===== src/rtl/core/accel_calibrated_tilt_defines.svh =====
`ifndef ACCEL_CALIBRATED_TILT_DEFINES_SVH
`define ACCEL_CALIBRATED_TILT_DEFINES_SVH

// Same-cycle implication, checked on clk outside reset.
`define ACT_ASSERT_NOW(label, ante, cons, msg) \
    label: assert property (@(posedge clk) disable iff (!rst_n) (ante) |-> (cons)) \
        else $error(msg);

// Next-cycle implication, checked on clk outside reset.
`define ACT_ASSERT_NEXT(label, ante, cons, msg) \
    label: assert property (@(posedge clk) disable iff (!rst_n) (ante) |=> (cons)) \
        else $error(msg);

`endif


===== src/rtl/core/act_pkg.sv =====
package act_pkg;

    localparam int SAMPLE_BITS      = 16;
    localparam int CORDIC_STEPS_DEF = 16;
    localparam int ATAN_ENTRIES     = 24;
    localparam int SQRT_STEPS       = 16;
    localparam int OFF_W            = 24;
    localparam int GAIN_W           = 16;
    localparam int CFG_IDX_W        = 3;
    localparam int QUEUE_DEPTH      = 4;

    localparam logic [OFF_W-1:0]  OFF_X_RST  = 24'd12859;
    localparam logic [OFF_W-1:0]  OFF_Y_RST  = 24'd4920;
    localparam logic [OFF_W-1:0]  OFF_Z_RST  = 24'd14134;
    localparam logic [GAIN_W-1:0] GAIN_X_RST = 16'd17069;
    localparam logic [GAIN_W-1:0] GAIN_Y_RST = 16'd16423;
    localparam logic [GAIN_W-1:0] GAIN_Z_RST = 16'd16135;

    typedef enum logic [CFG_IDX_W-1:0] {
        CFG_OFFSET_X = 3'd0,
        CFG_OFFSET_Y = 3'd1,
        CFG_OFFSET_Z = 3'd2,
        CFG_GAIN_X   = 3'd3,
        CFG_GAIN_Y   = 3'd4,
        CFG_GAIN_Z   = 3'd5
    } cfg_idx_t;

    typedef logic [2:0][OFF_W-1:0]  off_vec_t;
    typedef logic [2:0][GAIN_W-1:0] gain_vec_t;

    typedef struct packed {
        off_vec_t  off;
        gain_vec_t gain;
    } cal_cfg_t;

    typedef struct packed {
        logic signed [SAMPLE_BITS-1:0] x;
        logic signed [SAMPLE_BITS-1:0] y;
        logic signed [SAMPLE_BITS-1:0] z;
    } axes_t;

    // atan(2^-i) in units of 2^-16 degree
    function automatic logic [22:0] atan_val(input int i);
        logic [22:0] v;
        begin
            case (i)
                0:  v = 23'd2949120;
                1:  v = 23'd1740967;
                2:  v = 23'd919879;
                3:  v = 23'd466945;
                4:  v = 23'd234379;
                5:  v = 23'd117304;
                6:  v = 23'd58666;
                7:  v = 23'd29335;
                8:  v = 23'd14668;
                9:  v = 23'd7334;
                10: v = 23'd3667;
                11: v = 23'd1833;
                12: v = 23'd917;
                13: v = 23'd458;
                14: v = 23'd229;
                15: v = 23'd115;
                16: v = 23'd57;
                17: v = 23'd29;
                18: v = 23'd14;
                19: v = 23'd7;
                20: v = 23'd4;
                21: v = 23'd2;
                22: v = 23'd1;
                default: v = 23'd0;
            endcase
            return v;
        end
    endfunction

endpackage


===== src/rtl/core/act_queue.sv =====
`include "accel_calibrated_tilt_defines.svh"

module act_queue
(
    input  logic           clk,
    input  logic           rst_n,
    input  logic           push,
    input  act_pkg::axes_t push_data,
    output logic           full,
    input  logic           pop,
    output act_pkg::axes_t pop_data,
    output logic           empty
);

    localparam int AW = $clog2(act_pkg::QUEUE_DEPTH);
    localparam int CW = $clog2(act_pkg::QUEUE_DEPTH + 1);

    act_pkg::axes_t mem [act_pkg::QUEUE_DEPTH];
    logic [AW-1:0] wr_ptr_reg;
    logic [AW-1:0] rd_ptr_reg;
    logic [CW-1:0] count_reg;

    assign full     = (count_reg == CW'(act_pkg::QUEUE_DEPTH));
    assign empty    = (count_reg == '0);
    assign pop_data = mem[rd_ptr_reg];

    always_ff @(posedge clk)
    begin
        if (push)
            mem[wr_ptr_reg] <= push_data;
    end

    always_ff @(posedge clk or negedge rst_n)
    begin
        if (!rst_n)
        begin
            wr_ptr_reg <= '0;
            rd_ptr_reg <= '0;
            count_reg  <= '0;
        end
        else
        begin
            if (push)
                wr_ptr_reg <= wr_ptr_reg + 1'b1;
            if (pop)
                rd_ptr_reg <= rd_ptr_reg + 1'b1;
            if (push && !pop)
                count_reg <= count_reg + 1'b1;
            else if (pop && !push)
                count_reg <= count_reg - 1'b1;
        end
    end

    `ACT_ASSERT_NOW(a_no_overflow, push, !full || pop, "item pushed into full queue")
    `ACT_ASSERT_NOW(a_no_underflow, pop, !empty, "item popped from empty queue")
    `ACT_ASSERT_NEXT(a_count_up, push && !pop, count_reg == $past(count_reg) + 1'b1, "count lost")

endmodule


===== config.mk =====
export PLATFORM = sky130hd
export DESIGN_NAME = act_queue
export DESIGN_NICKNAME = d
export VERILOG_FILES = /design/src/rtl/core/act_pkg.sv /design/src/rtl/core/act_queue.sv
export VERILOG_INCLUDE_DIRS = /design/src /design/src/rtl/core
export SDC_FILE = /design/constraint.sdc
export NUM_CORES = 1
export LEC_CHECK = 0
export ABC_AREA = 1
export BUFFER_PORTS_ARGS = -buffer_cell sky130_fd_sc_hd__clkbuf_2
export CAP_MARGIN = 20
export CORE_MARGIN = 3
export CORE_UTILIZATION = 60
export DETAILED_ROUTE_END_ITERATION = 8
export PLACE_DENSITY = 0.82
export SYNTH_ARGS = -nofsm -noshare
export SYNTH_HDL_FRONTEND = slang
export SYNTH_SLANG_ARGS = --single-unit
export TNS_END_PERCENT = 1

===== constraint.sdc =====
create_clock -name clk -period 5 [get_ports clk]
set_input_delay 1 -clock clk [delete_from_list [all_inputs] [get_ports clk]]
set_output_delay 1 -clock clk [all_outputs]
set_load 0.005 [all_outputs]

==> metrics.cfg <==
[status]
run_status=finished, final reports clean

[setup_path]
path_buf_inv=3
crit_required_ns=4.00
critPathCaptureType=output port
crit_path_max_fanout=93
crit_path_start_kind=register
cp_cell_sequence=buf_16 > buf_12 > nand2_1 > o211ai_1 > nand2_1 > clkbuf_2
cpMostUsedCell=nand2_1
r2r-start=wr_ptr_reg[0]
timing.rr.end=mem[2][13]
r2r_setup_slack_ns=2.97
cp_data_arrival_time_ns=2.19
crit_type=register to output port
crit_slowest_cell=dfrtp_4
path_delay_family=buffers and inverters
cpPeakStageDelay_ns=0.56
ff2ff_path_depth=5

[synthesis]
synth_edf_count=192
seq_area_frac_synth=0.7271
synth_area_leader_cell=edfxtp_1
synth-seq-cells=199
synth_top_area_frac=0.7057
avgSynthCellArea_um2=13.44
ys.flop_type=edfxtp_1
netlist_instances=608
syn_nets=666
async_reset_ff_frac=0.03518
syn_area_um2=8170
yosysMostFrequentCell=edfxtp_1
synth.area.top_cells=edfxtp_1 71%, nand2_1 7.2%, o211ai_1 7.2%
synth_common_cells=192 x edfxtp_1, 157 x nand2_1, 107 x inv_1, 78 x o211ai_1, 18 x o211ai_2
yosysWarnings=0
synth.distinct_cells=19

[floorplanning]
num_rows=42
initial_core_util=0.6145
core_area_um2=13300
io_pins=102
die_w_um=122.7
die_area_um2=15050
chipHeight_um=122.7

[routing]
avgViaCountPerCell=5.295
routed-via-count=4718
drc=0
drt_pass1_iterations=4
drtIter0Drc=321
wl_per_cell_um=16.52
postRouteAntennaNets=0
drt_wl_total_mm=14.72

[power_and_ir_drop]
vdd_drop_max_mv=0.3784
p_leak_nw=3.792
p_per_area_nw_per_um2=567.2

[clock_tree]
root_buffer=clkbuf_16
cts_sinks=199
cts_made_buffers=17
path_clk_slew_ns=0.06
cts_repair_resize_count=0
clock_latency_ns=0.42
postCtsSetupBuffers=0
htree_levels=4
hold_buffers=0
ctsLongestPathBuffers=2
cts_tree=yes

[placement]
routabilityCongestion=0.7683
place_area_um2=8678
io_buffers=101
hpwlAfterDp_mm=8.755

[timing]
hold_violations=0
rsz0062_at_grt=false
min_period_ns=3.189
finalSetupViolations=0
tightest_slew_ns=1.018
fin_crit_sh=0.6379
hold_slack_ns=0.4066
slew_headroom=0.3205
slew_viol_final=0
fmax_ghz=0.3136
finClkSkew_ns=0.007428
tns_ns=0

[global_routing]
grt_antenna_before_repair=0
track_usage=0.2056
grt_pass1_wl_mm=23.21
grt_pass1_vias=4794
grt_max_degree=112
gr-total-overflow=0

[finish]
insertedDiodeCount=0
final_area_um2=9248
final_nets=760
drive_above_1_share=0.2252
syn_to_final_growth_pct=13.19
largest_register_ffs=192

[worst_hold_path]
hp-class=input port to asynchronous set/reset pin

[flow_run]
maxCapViolCount=0

==> worst max-delay path by stage <==
| stage | start | end | cells after the start |
|---|---|---|---|
| floorplan | push | mem[0][0] | 3 |
| global placement | rd_ptr_reg[0] | pop_data[44] | 4 |
| detailed placement | rd_ptr_reg[0] | pop_data[25] | 5 |
| CTS | rd_ptr_reg[0] | pop_data[44] | 5 |
| global route | rd_ptr_reg[0] | pop_data[25] | 6 |
| finish | rd_ptr_reg[0] | pop_data[44] | 6 |
==> routing by layer <==
metal  share of wire  GRT usage  routed length (um)
met1            0.39     0.2470                5804
met2            0.54     0.3396                7923
met3           0.057    0.06636                 836
met4           0.010    0.09377                 154
met5               0          0                   0
==> cells in the final DEF, fill, tap and decap left out, drive strengths merged <==
cell type,n
ha,5
nand3,1
inv,108
o211ai,96
xnor2,1
clkinv,4
nand2,157
clkinvlp,3
edfxtp,192
buf,7
o21ai,1
dfrtp,7
nand4,1
fa,1
xor2,3
clkbuf,126
nor3,2
==> report_power, final <==
part | internal (mW) | switching [mW]
combinational | 0.620 | 1.09
sequential | 2.19 | 0.117
clock | 0.687 | 0.543
==> cell type report <==
| type | instances | area (um2) |
|---|---|---|
| sequential | 199 | 5946 |
| fill | 896 | 4048 |
| multi-input combinational | 268 | 1544 |
| clock inverter | 7 | 46.29 |
| clock buffer | 25 | 495.5 |
| inverter | 108 | 405.4 |
| tap | 176 | 220.2 |
| timing repair buffer | 108 | 590.6 |
==> kinds of logic (layout without fill, tap and decap cells) <==
| kind of cell | after synthesis | after routing | share of synthesized area |
|---|---|---|---|
| compound gates | 97 | 97 | 0.09985 |
| xor+xnor | 4 | 4 | 0.004289 |
| fa+ha+maj | 6 | 6 | 0.01011 |
| buf+inv | 141 | 248 | 0.08392 |
| flops | 199 | 199 | 0.7271 |
| simple gates | 161 | 161 | 0.07473 |
==> through the flow <==
stage | cells | worst slack, ns | util | power, mW
final | 891 | 1.811 | 0.6956 | 5.245
after global routing | 891 | 1.653 | 0.6956 | 5.569
after CTS | 890 | 1.506 | 0.6935 | 5.277
after detailed placement | 858 | 1.974 | 0.6527 | 4.055
after global placement | 858 | 2.064 | 0.6527 | 3.971
after floorplan | 608 | 2.367 | - | 3.541
Note: power is estimated with default switching activity, not from simulation.
