**config.mk**
```make
export PLATFORM = sky130hd
export DESIGN_NAME = act_front
export DESIGN_NICKNAME = d
export VERILOG_FILES = /design/src/rtl/core/accel_calibrated_tilt_defines.svh /design/src/rtl/core/act_pkg.sv /design/src/rtl/core/act_front.sv
export SDC_FILE = /design/constraint.sdc
export NUM_CORES = 2
export LEC_CHECK = 0
export BUFFER_PORTS_ARGS = -buffer_cell sky130_fd_sc_hd__buf_2
export CAP_MARGIN = 20
export CORE_ASPECT_RATIO = 0.5
export CORE_UTILIZATION = 45
export DETAILED_ROUTE_END_ITERATION = 8
export GPL_TIMING_DRIVEN = 1
export PLACE_DENSITY = 0.75
export SLEW_MARGIN = 20
export SYNTH_ARGS = -nofsm -noshare
export SYNTH_HDL_FRONTEND = slang
export SYNTH_SLANG_ARGS = --single-unit
```
**constraint.sdc**
```tcl
create_clock -name clk -period 6.6 [get_ports clk]
set_clock_uncertainty 0.1 [all_clocks]
set_input_delay 0.33 -clock clk [delete_from_list [all_inputs] [get_ports clk]]
set_output_delay 0.33 -clock clk [all_outputs]
set_load 0.05 [all_outputs]
```
**src/rtl/core/accel_calibrated_tilt_defines.svh**
```systemverilog
`ifndef ACCEL_CALIBRATED_TILT_DEFINES_SVH
`define ACCEL_CALIBRATED_TILT_DEFINES_SVH

// Same-cycle implication, checked on clk outside reset.
`define ACT_ASSERT_NOW(label, ante, cons, msg) \
    label: assert property (@(posedge clk) disable iff (!rst_n) (ante) |-> (cons)) \
        else $error(msg);

// Next-cycle implication, checked on clk outside reset.
`define ACT_ASSERT_NEXT(label, ante, cons, msg) \
    label: assert property (@(posedge clk) disable iff (!rst_n) (ante) |=> (cons)) \
        else $error(msg);

`endif

```
**src/rtl/core/act_pkg.sv**
```systemverilog
package act_pkg;

    localparam int SAMPLE_BITS      = 16;
    localparam int CORDIC_STEPS_DEF = 16;
    localparam int ATAN_ENTRIES     = 24;
    localparam int SQRT_STEPS       = 16;
    localparam int OFF_W            = 24;
    localparam int GAIN_W           = 16;
    localparam int CFG_IDX_W        = 3;
    localparam int QUEUE_DEPTH      = 4;

    localparam logic [OFF_W-1:0]  OFF_X_RST  = 24'd12859;
    localparam logic [OFF_W-1:0]  OFF_Y_RST  = 24'd4920;
    localparam logic [OFF_W-1:0]  OFF_Z_RST  = 24'd14134;
    localparam logic [GAIN_W-1:0] GAIN_X_RST = 16'd17069;
    localparam logic [GAIN_W-1:0] GAIN_Y_RST = 16'd16423;
    localparam logic [GAIN_W-1:0] GAIN_Z_RST = 16'd16135;

    typedef enum logic [CFG_IDX_W-1:0] {
        CFG_OFFSET_X = 3'd0,
        CFG_OFFSET_Y = 3'd1,
        CFG_OFFSET_Z = 3'd2,
        CFG_GAIN_X   = 3'd3,
        CFG_GAIN_Y   = 3'd4,
        CFG_GAIN_Z   = 3'd5
    } cfg_idx_t;

    typedef logic [2:0][OFF_W-1:0]  off_vec_t;
    typedef logic [2:0][GAIN_W-1:0] gain_vec_t;

    typedef struct packed {
        off_vec_t  off;
        gain_vec_t gain;
    } cal_cfg_t;

    typedef struct packed {
        logic signed [SAMPLE_BITS-1:0] x;
        logic signed [SAMPLE_BITS-1:0] y;
        logic signed [SAMPLE_BITS-1:0] z;
    } axes_t;

    // atan(2^-i) in units of 2^-16 degree
    function automatic logic [22:0] atan_val(input int i);
        logic [22:0] v;
        begin
            case (i)
                0:  v = 23'd2949120;
                1:  v = 23'd1740967;
                2:  v = 23'd919879;
                3:  v = 23'd466945;
                4:  v = 23'd234379;
                5:  v = 23'd117304;
                6:  v = 23'd58666;
                7:  v = 23'd29335;
                8:  v = 23'd14668;
                9:  v = 23'd7334;
                10: v = 23'd3667;
                11: v = 23'd1833;
                12: v = 23'd917;
                13: v = 23'd458;
                14: v = 23'd229;
                15: v = 23'd115;
                16: v = 23'd57;
                17: v = 23'd29;
                18: v = 23'd14;
                19: v = 23'd7;
                20: v = 23'd4;
                21: v = 23'd2;
                22: v = 23'd1;
                default: v = 23'd0;
            endcase
            return v;
        end
    endfunction

endpackage

```
**src/rtl/core/act_front.sv**
```systemverilog
module act_front
(
    input  logic                                clk,
    input  logic                                rst_n,
    input  logic                                in_valid,
    output logic                                in_stall,
    input  logic signed [act_pkg::SAMPLE_BITS-1:0] accel_x,
    input  logic signed [act_pkg::SAMPLE_BITS-1:0] accel_y,
    input  logic signed [act_pkg::SAMPLE_BITS-1:0] accel_z,
    input  act_pkg::cal_cfg_t                   cfg,
    input  logic                                q_full,
    output logic                                q_push,
    output act_pkg::axes_t                      q_data
);

    localparam int DW = act_pkg::OFF_W + 1;
    localparam int PW = DW + act_pkg::GAIN_W + 1;

    logic signed [act_pkg::SAMPLE_BITS-1:0] raw [3];
    logic signed [DW-1:0] diff_reg [3];
    logic signed [PW-1:0] prod_reg [3];
    logic signed [act_pkg::SAMPLE_BITS-1:0] calib [3];
    logic va_reg;
    logic vb_reg;
    logic fen;

    assign raw[0] = accel_x;
    assign raw[1] = accel_y;
    assign raw[2] = accel_z;

    assign fen      = !vb_reg || !q_full;
    assign in_stall = !fen;
    assign q_push   = vb_reg && !q_full;

    always_ff @(posedge clk or negedge rst_n)
    begin
        if (!rst_n)
        begin
            va_reg <= 1'b0;
            vb_reg <= 1'b0;
        end
        else if (fen)
        begin
            va_reg <= in_valid;
            vb_reg <= va_reg;
        end
    end

    for (genvar k = 0; k < 3; k++)
    begin : g_axis
        logic signed [DW-1:0] diff_next;
        logic signed [PW-1:0] rnd;
        logic signed [PW-23:0] q;

        assign diff_next = (DW'(raw[k]) <<< 8)
                         - DW'($signed(cfg.off[k]));
        // round half up, then drop the 22 fraction bits
        assign rnd = prod_reg[k] + PW'(64'sd2097152);
        assign q   = rnd[PW-1:22];

        always_comb
        begin
            if (q > (PW-22)'(32767))
                calib[k] = 16'sh7FFF;
            else if (q < -(PW-22)'(32768))
                calib[k] = -16'sh8000;
            else
                calib[k] = q[15:0];
        end

        always_ff @(posedge clk)
        begin
            if (fen)
            begin
                diff_reg[k] <= diff_next;
                prod_reg[k] <= diff_reg[k] * $signed({1'b0, cfg.gain[k]});
            end
        end
    end

    assign q_data.x = calib[0];
    assign q_data.y = calib[1];
    assign q_data.z = calib[2];

endmodule

```
==> reports/results.ini <==
[status]
status = finished clean

[synth]
ys_top_cells_by_area = fa_1 (47%), inv_1 (11%), ha_1 (9.0%)
synth_warnings = 0
synth_top_cell_area_share_pct = 47.08
ys_seq_area_share_pct = 8.452
ys_types = 71
synth-main-ff-cell = edfxtp_1
ys_top_cells_by_count = inv_1 (1459), fa_1 (1167), nand2_1 (786), and2_1 (471), ha_1 (357)
syn-mean-instance-area_um2 = 9.182
synthCells = 5404
synth_enable_flop_cells = 138
async_reset_ff_share_pct = 1.429
synth_area_um2 = 49620
syn_nets = 7100
synth_largest_area_cell = fa_1
ys_ff_latch = 140
synth_most_common_cell = inv_1

[place]
io_buffers = 221
dpl.cell_count = 7146
gp_congestion = 0.9067
place_ws_ns = -0.2713
hpwl_um = 98550
place_area_um2 = 54140

[die]
dieArea_um2 = 111700
pin_count = 222
row_count = 85
coreArea_um2 = 108500
die_h_um = 236.8
die_x_um = 471.6
start_util_pct = 45.74

[setup_path]
path_class = reg2reg
crit_top_cell = fa_1
endpoint_kind = flip-flop
critPathMaxStageDelay_ns = 0.56
r2r_start = diff_reg[0][7]
startpoint_type = flip-flop
required_ns = 6.77
startpoint = diff_reg[0][7]
cp_max_fo = 7
cp.arrival_ns = 6.76
crit_path_top_delay_cell = fa_1

[sta]
relSlewSlack_pct = 32.52
rsz0062_at_grt = true
setup_slack_ns = 0.008561
tightestPinTransition_ns = 1.012
layout_min_cycle_time_ns = 6.591
finalCritPeriodShare_pct = 99.87
finalMaxSlewViolations = 0
finalSetupViolations = 0
finalHoldViolCount = 0
clock.fmax_ghz = 0.1517

[run]
drv_cap = 0

[global_routing]
gr-total-overflow = 0
grt_pass1_vias = 39370
grt_pass1_wl_um = 196200
grt_max_degree = 72
track_usage_pct = 22.27
antenna_found_initial = 3

[routing]
ant_nets = 0
drt-initial-drc-count = 2101
wirelength_um = 117200
vias_per_cell = 5.026
drc_errors = 0
drt_first_pass_iters = 6
wire_per_inst_um = 16.11
routed-via-count = 36580

[clock_network]
cts_tree = done
htree_num_levels = 4
cts.sinks = 140
cts_buffers = 17
cts_buffer_depth = 2
root_buffer = clkbuf_16
clkTransAtPathRegs_ns = 0.07
clock_latency_ns = 0.52

[layout]
multi_input_area_um2 = 39840
largest_reg_flops = 75
area_growth_pct = 13.29
instances_no_fill = 7277
layout-drive-gt1-share_pct = 13.25
register_area_um2 = 4194
final_area_um2 = 56210
diodes = 0
fin_nets = 7525
n_fill_cell = 9595

[worst_hold_path]
hold_class = in2reg
worstHoldStart = cfg[79]

-- per-stage QoR --
| step | util (%) | hold WS, ns | TNS [ns] |
|---|---|---|---|
| after floorplan | - | -0.06559 | 0 |
| after global placement | 49.91 | 0.01631 | -0.4305 |
| after detailed placement | 49.91 | 0.01884 | -1.425 |
| after CTS | 50.77 | 0.0003259 | 0 |
| after global routing | 51.82 | 0.02994 | -1.545 |
| final | 51.82 | 0.04961 | 0 |
-- path summary, 6_finish.rpt --
kind                                        end  slack (ns)  cells past startpoint
worst max register to register  prod_reg[0][35]       0.009                     25
worst max-delay path            prod_reg[0][35]       0.009                     25
min in group asynchronous                va_reg        0.57                      3
worst min register to register           vb_reg        0.37                      1
max in group asynchronous                vb_reg        5.71                      3
worst min-delay path            diff_reg[0][32]        0.05                      2
-- routing by layer --
layer | wire length, um | GRT usage [%]
met1 | 46000 | 27.31
met2 | 59050 | 38.85
met3 | 5823 | 2.665
met4 | 6356 | 11.19
met5 | 0 | 0
-- cells by family after synthesis --
group           Yosys count  share of synthesized area [%]
fa+ha+maj              1524                          56.09
buf+inv                1654                          12.52
simple gates           1530                          14.86
mux                       3                        0.06304
flops                   140                          8.452
xor+xnor                191                          3.371
compound gates          362                          4.652
-- what timing repair did --
item,CTS,global route
pin swaps,11,125
hold buffers,8,0
endpoints found under the setup margin,14,33
gates resized for setup,14,168
gates cloned,0,0
hold endpoints to repair,8,0
setup buffers,30,63
-- placed cells by master, fill, tap and decap left out, drive strengths merged, types with 4 or more instances in the layout --
| master | n |
|---|---|
| nand2 | 786 |
| xor2 | 81 |
| buf | 592 |
| nand3b | 5 |
| o21ai | 88 |
| nand2b | 13 |
| o31ai | 4 |
| and3 | 41 |
| ha | 357 |
| nor4 | 5 |
| clkinv | 5 |
| or3 | 7 |
| xnor2 | 110 |
| nor3 | 24 |
| a21oi | 107 |
| o21bai | 13 |
| nand4 | 18 |
| and2 | 471 |
| clkbuf | 18 |
| o22ai | 8 |
| a31oi | 15 |
| and4 | 5 |
| nand3 | 50 |
| fa | 1167 |
| nor2 | 76 |
| nor2b | 14 |
| dlygate4sd3 | 8 |
| o21a | 11 |
| a41oi | 6 |
| edfxtp | 138 |
| a211oi | 6 |
| a21o | 59 |
| inv | 1467 |
| nor3b | 5 |
| o211ai | 11 |
-- worst max-delay path, delay by kind of cell (launching register included) --
| family | cells | cell delay (ns) |
|---|---|---|
| and+or+nand+nor | 3 | 0.31 |
| AOI/OAI and AO/OA | 6 | 1.32 |
| DFF | 1 | 0.42 |
| buffers and inverters | 8 | 0.78 |
| adders and majority gates | 7 | 3.31 |
| xor gates and xnor gates | 1 | 0.08 |
-- final cells by class --
class                      count  area share (%)
clock buffer                  17          0.7568
clock inverter                15          0.2671
inverter                    1459           9.742
multi-input combinational   3610           70.87
sequential                   140           7.461
tap                         1435           3.194
timing repair buffer         601           7.710
Power is not shown: default switching activity piles up to over one toggle a cycle in this logic, so the estimate is an artifact.
